`src/hdl/bfb_pkg.sv`:
```
// Shared types and constants for the best-fit bin placement block.
package bfb_pkg;

	localparam logic [15:0] CAP_RESET = 16'd100;

	localparam logic FUNC_PLACE   = 1'b0;
	localparam logic FUNC_RESTART = 1'b1;

	localparam logic [1:0] STAT_OK       = 2'd0;
	localparam logic [1:0] STAT_OVERSIZE = 2'd1;
	localparam logic [1:0] STAT_FULL     = 2'd2;

	typedef logic [15:0] size_t;

	typedef struct packed {
		logic [6:0] bins_open;
		size_t      space_left;
		logic       opened_new;
		logic [5:0] bin_index;
	} result_t;

endpackage

```
`src/hdl/best_fit_bin_placement_top.sv`:
```
// Top level of the best-fit bin placement block: sequencer, scan unit and free-space table.
//
// Usage:
//   cfg channel (cfg_valid/cfg_ready/cfg_data) writes bin_capacity; always ready.
//   Write it only while the block is idle. It affects bins opened later and restarts.
//   Input stream s_axis: tuser = func (0 place, 1 restart), tdata = item_size.
//   Output stream m_axis: one transfer per input transfer, tuser = status.
// Operation:
//   The block takes no new item until it is done with the last one. The free-space
//   table is read one bin per cycle through the single read port of the table RAM,
//   and one shared subtract/compare unit tests each bin against the best so far.
//   A restart skips the scan.
// Reset:
//   arst_n clears the packing to one open bin of capacity 100 and sets
//   bin_capacity to 100. No clearing pass is needed.
// Stalls:
//   The result sits in an output register. If m_axis_tready is low, the next
//   item is still scanned but its result waits until the register drains.
module best_fit_bin_placement_top
	import bfb_pkg::*;
#(
	parameter int MAX_BINS = 64
) (
	input  logic        clk,
	input  logic        arst_n,
	input  logic        cfg_valid,
	output logic        cfg_ready,
	input  logic [15:0] cfg_data,
	input  logic        s_axis_tvalid,
	output logic        s_axis_tready,
	input  logic [15:0] s_axis_tdata,   // [15:0] item_size
	input  logic        s_axis_tuser,   // [0] func
	output logic        m_axis_tvalid,
	input  logic        m_axis_tready,
	output logic [31:0] m_axis_tdata,   // [5:0] bin_index, [6] opened_new,
	                                    // [22:7] space_left, [29:23] bins_open, [31:30] zero
	output logic [1:0]  m_axis_tuser    // [1:0] status
);

	localparam int IW = $clog2(MAX_BINS);
	localparam int CW = $clog2(MAX_BINS + 1);

	localparam logic [1:0] ST_IDLE   = 2'd0;
	localparam logic [1:0] ST_SCAN   = 2'd1;
	localparam logic [1:0] ST_DECIDE = 2'd2;

	logic [1:0]    state_q;
	logic [15:0]   cap_q;
	logic          func_q;
	size_t         size_q;
	logic [CW-1:0] open_q;
	logic [CW-1:0] issue_q;
	logic          vld_s1;
	logic [IW-1:0] idx_s1;
	logic [16:0]   best_q;
	logic [IW-1:0] best_idx_q;
	logic          found_q;
	logic          v0_q;

	logic          out_vld_q;
	result_t       out_q;
	logic [1:0]    out_stat_q;

	logic          rd_en;
	logic [15:0]   rd_data;
	logic [15:0]   free_rd;
	logic          wr_en;
	logic [IW-1:0] wr_addr;
	logic [15:0]   wr_data;

	logic [15:0]   alu_a;
	logic [16:0]   alu_sub;
	logic          alu_borrow;
	logic          take;
	logic          out_free;

	assign cfg_ready     = 1'b1;
	assign s_axis_tready = (state_q == ST_IDLE);
	assign m_axis_tvalid = out_vld_q;
	assign m_axis_tdata  = {2'b00, out_q};
	assign m_axis_tuser  = out_stat_q;
	assign out_free      = !out_vld_q || m_axis_tready;

	assign rd_en   = (state_q == ST_SCAN) && (issue_q < open_q);
	assign free_rd = (idx_s1 == '0 && !v0_q) ? CAP_RESET : rd_data;

	// shared subtract/compare unit
	assign alu_a      = (state_q == ST_SCAN) ? free_rd : cap_q;
	assign alu_sub    = {1'b0, alu_a} - {1'b0, size_q};
	assign alu_borrow = alu_sub[16];
	assign take       = vld_s1 && !alu_borrow && ({1'b0, alu_sub[15:0]} <= best_q);

	always_comb begin
		wr_en   = 1'b0;
		wr_addr = '0;
		wr_data = alu_sub[15:0];
		if (state_q == ST_DECIDE && out_free) begin
			if (func_q == FUNC_RESTART) begin
				wr_en   = 1'b1;
				wr_data = cap_q;
			end else if (found_q) begin
				wr_en   = 1'b1;
				wr_addr = best_idx_q;
				wr_data = best_q[15:0];
			end else if (!alu_borrow && open_q < CW'(MAX_BINS)) begin
				wr_en   = 1'b1;
				wr_addr = open_q[IW-1:0];
			end
		end
	end

	bfb_ram #(
		.WIDTH(16),
		.DEPTH(MAX_BINS)
	) u_free (
		.clk    (clk),
		.wr_en  (wr_en),
		.wr_addr(wr_addr),
		.wr_data(wr_data),
		.rd_en  (rd_en),
		.rd_addr(issue_q[IW-1:0]),
		.rd_data(rd_data)
	);

	always_ff @(posedge clk or negedge arst_n) begin
		if (!arst_n) begin
			cap_q <= CAP_RESET;
		end else if (cfg_valid) begin
			cap_q <= cfg_data;
		end
	end

	always_ff @(posedge clk or negedge arst_n) begin
		if (!arst_n) begin
			state_q    <= ST_IDLE;
			open_q     <= CW'(1);
			v0_q       <= 1'b0;
			issue_q    <= '0;
			vld_s1     <= 1'b0;
			found_q    <= 1'b0;
			out_vld_q  <= 1'b0;
		end else begin
			if (out_vld_q && m_axis_tready) begin
				out_vld_q <= 1'b0;
			end
			case (state_q)
				ST_IDLE: begin
					if (s_axis_tvalid) begin
						issue_q <= '0;
						vld_s1  <= 1'b0;
						found_q <= 1'b0;
						state_q <= (s_axis_tuser == FUNC_RESTART) ? ST_DECIDE : ST_SCAN;
					end
				end
				ST_SCAN: begin
					vld_s1 <= rd_en;
					if (rd_en) begin
						issue_q <= issue_q + CW'(1);
					end
					if (take) begin
						found_q <= 1'b1;
					end
					if (!rd_en && !vld_s1) begin
						state_q <= ST_DECIDE;
					end
				end
				ST_DECIDE: begin
					if (out_free) begin
						out_vld_q <= 1'b1;
						state_q   <= ST_IDLE;
						if (func_q == FUNC_RESTART) begin
							open_q <= CW'(1);
							v0_q   <= 1'b1;
						end else if (found_q) begin
							if (best_idx_q == '0) begin
								v0_q <= 1'b1;
							end
						end else if (!alu_borrow && open_q < CW'(MAX_BINS)) begin
							open_q <= open_q + CW'(1);
						end
					end
				end
				default: begin
					state_q <= ST_IDLE;
				end
			endcase
		end
	end

	always_ff @(posedge clk) begin
		if (state_q == ST_IDLE && s_axis_tvalid) begin
			func_q <= s_axis_tuser;
			size_q <= s_axis_tdata;
			best_q <= {1'b0, cap_q} + 17'd1;
		end
		if (state_q == ST_SCAN) begin
			idx_s1 <= issue_q[IW-1:0];
			if (take) begin
				best_q     <= {1'b0, alu_sub[15:0]};
				best_idx_q <= idx_s1;
			end
		end
		if (state_q == ST_DECIDE && out_free) begin
			out_q.opened_new <= 1'b0;
			out_q.bin_index  <= '0;
			out_q.space_left <= '0;
			out_q.bins_open  <= 7'(open_q);
			out_stat_q       <= STAT_OK;
			if (func_q == FUNC_RESTART) begin
				out_q.space_left <= cap_q;
				out_q.bins_open  <= 7'd1;
			end else if (found_q) begin
				out_q.bin_index  <= 6'(best_idx_q);
				out_q.space_left <= best_q[15:0];
			end else if (alu_borrow) begin
				out_stat_q <= STAT_OVERSIZE;
			end else if (open_q >= CW'(MAX_BINS)) begin
				out_stat_q <= STAT_FULL;
			end else begin
				out_q.bin_index  <= 6'(open_q);
				out_q.opened_new <= 1'b1;
				out_q.space_left <= alu_sub[15:0];
				out_q.bins_open  <= 7'(open_q + CW'(1));
			end
		end
	end

endmodule

```
`src/hdl/bfb_ram.sv`:
```
// Generic single-write, single-read RAM with registered read data.
module bfb_ram #(
	parameter int WIDTH = 16,
	parameter int DEPTH = 64
) (
	input  logic                     clk,
	input  logic                     wr_en,
	input  logic [$clog2(DEPTH)-1:0] wr_addr,
	input  logic [WIDTH-1:0]         wr_data,
	input  logic                     rd_en,
	input  logic [$clog2(DEPTH)-1:0] rd_addr,
	output logic [WIDTH-1:0]         rd_data
);

	logic [WIDTH-1:0] mem [DEPTH];

	always_ff @(posedge clk) begin
		if (wr_en) begin
			mem[wr_addr] <= wr_data;
		end
		if (rd_en) begin
			rd_data <= mem[rd_addr];
		end
	end

endmodule

```
`config.mk`:
```
export PLATFORM = sky130hd
export DESIGN_NAME = best_fit_bin_placement_top
export DESIGN_NICKNAME = d
export VERILOG_FILES = /design/src/hdl/bfb_pkg.sv /design/src/hdl/best_fit_bin_placement_top.sv /design/src/hdl/bfb_ram.sv
export SDC_FILE = /design/constraint.sdc
export NUM_CORES = 1
export LEC_CHECK = 0
export BUFFER_PORTS_ARGS = -buffer_cell sky130_fd_sc_hd__clkbuf_2
export CORE_MARGIN = 4
export CORE_UTILIZATION = 40
export CTS_CLUSTER_SIZE = 24
export DETAILED_ROUTE_END_ITERATION = 10
export GPL_TIMING_DRIVEN = 0
export SYNTH_ARGS = -nofsm -noshare
export SYNTH_HDL_FRONTEND = slang
export SYNTH_SLANG_ARGS = --single-unit
```
`constraint.sdc`:
```
create_clock -name clk -period 7.3 [get_ports clk]
set_input_delay 0.73 -clock clk [delete_from_list [all_inputs] [get_ports clk]]
set_output_delay 0.73 -clock clk [all_outputs]
set_load 0.1 [all_outputs]
```
==> results.ini <==
[clocking]
cts_hold_buf = 0
htreeDepth = 3
cts.sink_count = 1154
cts_setup_buffers = 0
cts_buffers = 113
clk_latency_ps = 710
worst_setup_hold_path_clk_slew_ps = 70
tritoncts = yes
root_buffer = clkbuf_16
cts_max_path_buffers = 3

[sta]
slew_headroom_pct = 10.8
skew_ps = 25.6
min_period_ps = 6850
tightest_slew_ps = 1330
max_freq_mhz = 146
rsz0062_at_grt = false
drv_slew = 0
hold_violations = 0
min_period_over_period_pct = 93.9
setup-violations-final = 0
setup_ws_ps = 448

[critical_path]
cp_slowest_cell = nor2_2
startpoint = state_q[1]$_DFFE_PN0P_
cp_slowest_stage_delay_ps = 1260
r2r_start = state_q[1]$_DFFE_PN0P_
cp.required_ps = 7610
crit_path_max_fanout = 16
crit_arrival_ps = 7160
crit_chain = nand2b_1 -> clkbuf_1 -> a21oi_2 -> clkbuf_1 -> a22oi_1 -> ha_1 -> fa_1 -> nand2b_1 -> a211oi_2 -> o211ai_1 -> a2bb2oi_1 -> a21oi_1 -> nand4_1 -> nor2_2
endpoint_kind = flip-flop
path_class = flip-flop to flip-flop
cp-start-kind = flip-flop

[power_and_ir_drop]
cellPowerDensity_nw_per_um2 = 482
vdd_ir_drop_max_mv = 0.421
p_leak_uw = 0.0175

[run_status]
status = completed

[yosys]
syn_area_um2 = 46800
yosysTopAreaCell = edfxtp_1
syn_avg_cell_area_um2 = 20.3
yosys_register_bits = 1154
synthArstFlopShare_pct = 3.12
synth.most_common_cell = edfxtp_1
synth_top_area_share_pct = 70.6
synth_edf_count = 1101
ys_types = 78
synthCells = 2304
yosysWarnings = 0
yosysSeqAreaShare_pct = 73.3
yosys-top-cells-area = edfxtp_1 71%, mux4_2 16%, dfrtp_1 1.7%, ha_1 1.1%, nor2_1 0.79%
synth_common_cells = 1101 x edfxtp_1, 336 x mux4_2, 98 x nor2_1, 85 x clkbuf_1, 67 x nand2_1
synth_ff_type = edfxtp_1

[global_route]
grt.total_usage_pct = 19.5
grt_pass1_vias = 24424
grt_first_pass_wirelength_um = 173000
antenna_found_initial = 6
grt_max_degree = 42
grt_overflow = 0

[die]
start_util_pct = 40.3
fp.dieW_um = 350
die_area_um2 = 123000
die_height_um = 350
boundaryPins = 75
rows = 125
core_um2 = 116000

[placed_design]
place.gp.congestion = 0.900
pre_cts_slack_ps = 258
io_buffers = 70
placed_area_um2 = 50500
dp_hpwl_um = 84000

[cells_and_area]
nets = 2636
synthToLayoutAreaGrowth_pct = 15.7
utilization_pct = 46.6
drive_above_1_share_pct = 28.8
fin_area_um2 = 54200
num-fill-cells = 9639

[flow_run]
maxCapViolations = 0

[detailed_routing]
postRouteAntennaNets = 0
via_per_inst = 5.77
firstDrtPassIters = 6
dr.first_iter.drc_count = 2703
drc = 0
wl_per_cell_um = 28.3
vias = 24102
routed_wl_um = 118000

[min_path]
hold_path_class = input port to asynchronous set/reset pin

-- cells by family (layout without fill, tap and decap cells) --
kind of cell / Yosys count / after routing / share of synthesized area, %
flip-flops: 1154 / 1154 / 73.3
multiplexers: 382 / 382 / 17.2
AND/OR/NAND/NOR: 275 / 275 / 2.84
AO/OA/AOI/OAI: 237 / 237 / 3.41
buffers and inverters: 184 / 530 / 1.57
adder cells (fa/ha/maj): 44 / 44 / 1.19
XOR/XNOR: 26 / 26 / 0.486
other: 2 / 5 / 0.0160
-- worst max-delay path, delay by kind of cell, from the launching register on --
kind            cells  cell delay [ps]
buf+inv             2              740
simple gates        4             2800
flops               1              420
compound gates      6             1760
fa+ha+maj           2              710
-- final cells by class --
type | count | area (µm²) | share of cell area (%)
clock inverter | 74 | 697 | 1.29
buffer | 129 | 531 | 0.979
timing repair buffer | 134 | 1360 | 2.51
tap | 1524 | 1910 | 3.52
sequential | 1154 | 34300 | 63.3
inverter | 55 | 206 | 0.381
multi-input combinational | 967 | 12200 | 22.5
clock buffer | 138 | 2990 | 5.51
antenna | 2 | 5.00 | 0.00924
-- cells in the final DEF, fill, tap and decap left out, drive strengths merged, types with 18 or more instances in the layout --
cell type,n
a21o,18
a21oi,61
buf,108
clkbuf,293
clkinv,60
dfrtp,32
edfxtp,1101
ha,43
inv,54
mux2,29
mux4,336
nand2,67
nor2,98
nor3,36
o21ai,41
o22ai,27
xnor2,18
-- flip-flops by register name (all words and copies together), names as in the netlist --
name and cells:
m_axis_tuser 2, open_q 7, idx_s1 6, best_idx_q 6, state_q 2, u_free.rd_data 16
m_axis_tdata 30, found_q 1, u_free.mem 1024, vld_s1 1, best_q 17, size_q 16
func_q 1, cap_q 16, v0_q 1, issue_q 7, m_axis_tvalid 1
-- path summary, 6_finish.rpt --
path	endpoint	slack, ps	cells after the start
max in group asynchronous	issue_q[1]$_DFFE_PN0P_	6400	1
worst max register to register	u_free.mem[46][2]$_DFFE_PP_	450	14
worst min-delay path	cap_q[4]$_DFFE_PN0P_	200	1
min in group clk	size_q[1]$_DFFE_PP_	200	1
worst max-delay path	u_free.mem[46][2]$_DFFE_PP_	450	14
worst min register to register	best_idx_q[3]$_DFFE_PP_	460	0
-- repair_timing --
action                                 in CTS  in global routing
resized for setup                           0                  2
setup endpoints to repair                   0                301
endpoints found under the hold margin       0                  0
-- through the flow --
| stage | std cells | power, µW | hold WS (ps) | TNS [ps] |
|---|---|---|---|---|
| global placement | 3899 | 18900 | 442 | -1675950 |
| finish | 4177 | 26100 | 200 | 0 |
| detailed placement | 3963 | 20500 | 447 | 0 |
| CTS | 4175 | 26300 | 158 | 0 |
| floorplan | 2305 | 15900 | 427 | 0 |
| global route | 4175 | 27200 | 179 | 0 |
-- where the power goes --
group	internal (µW)	switching, µW
registers	9920	155
clock network	3320	2460
logic	3700	6550
total	16900	9160
-- metal layers --
metal  routed length [µm]  share of wire, %  GRT usage, %
met1                49500                42          27.5
met2                56800                48          31.1
met3                 7620               6.4          3.13
met4                 4510               3.8          6.62
met5                   13             0.011             0
(Power assumes the default switching activity.)
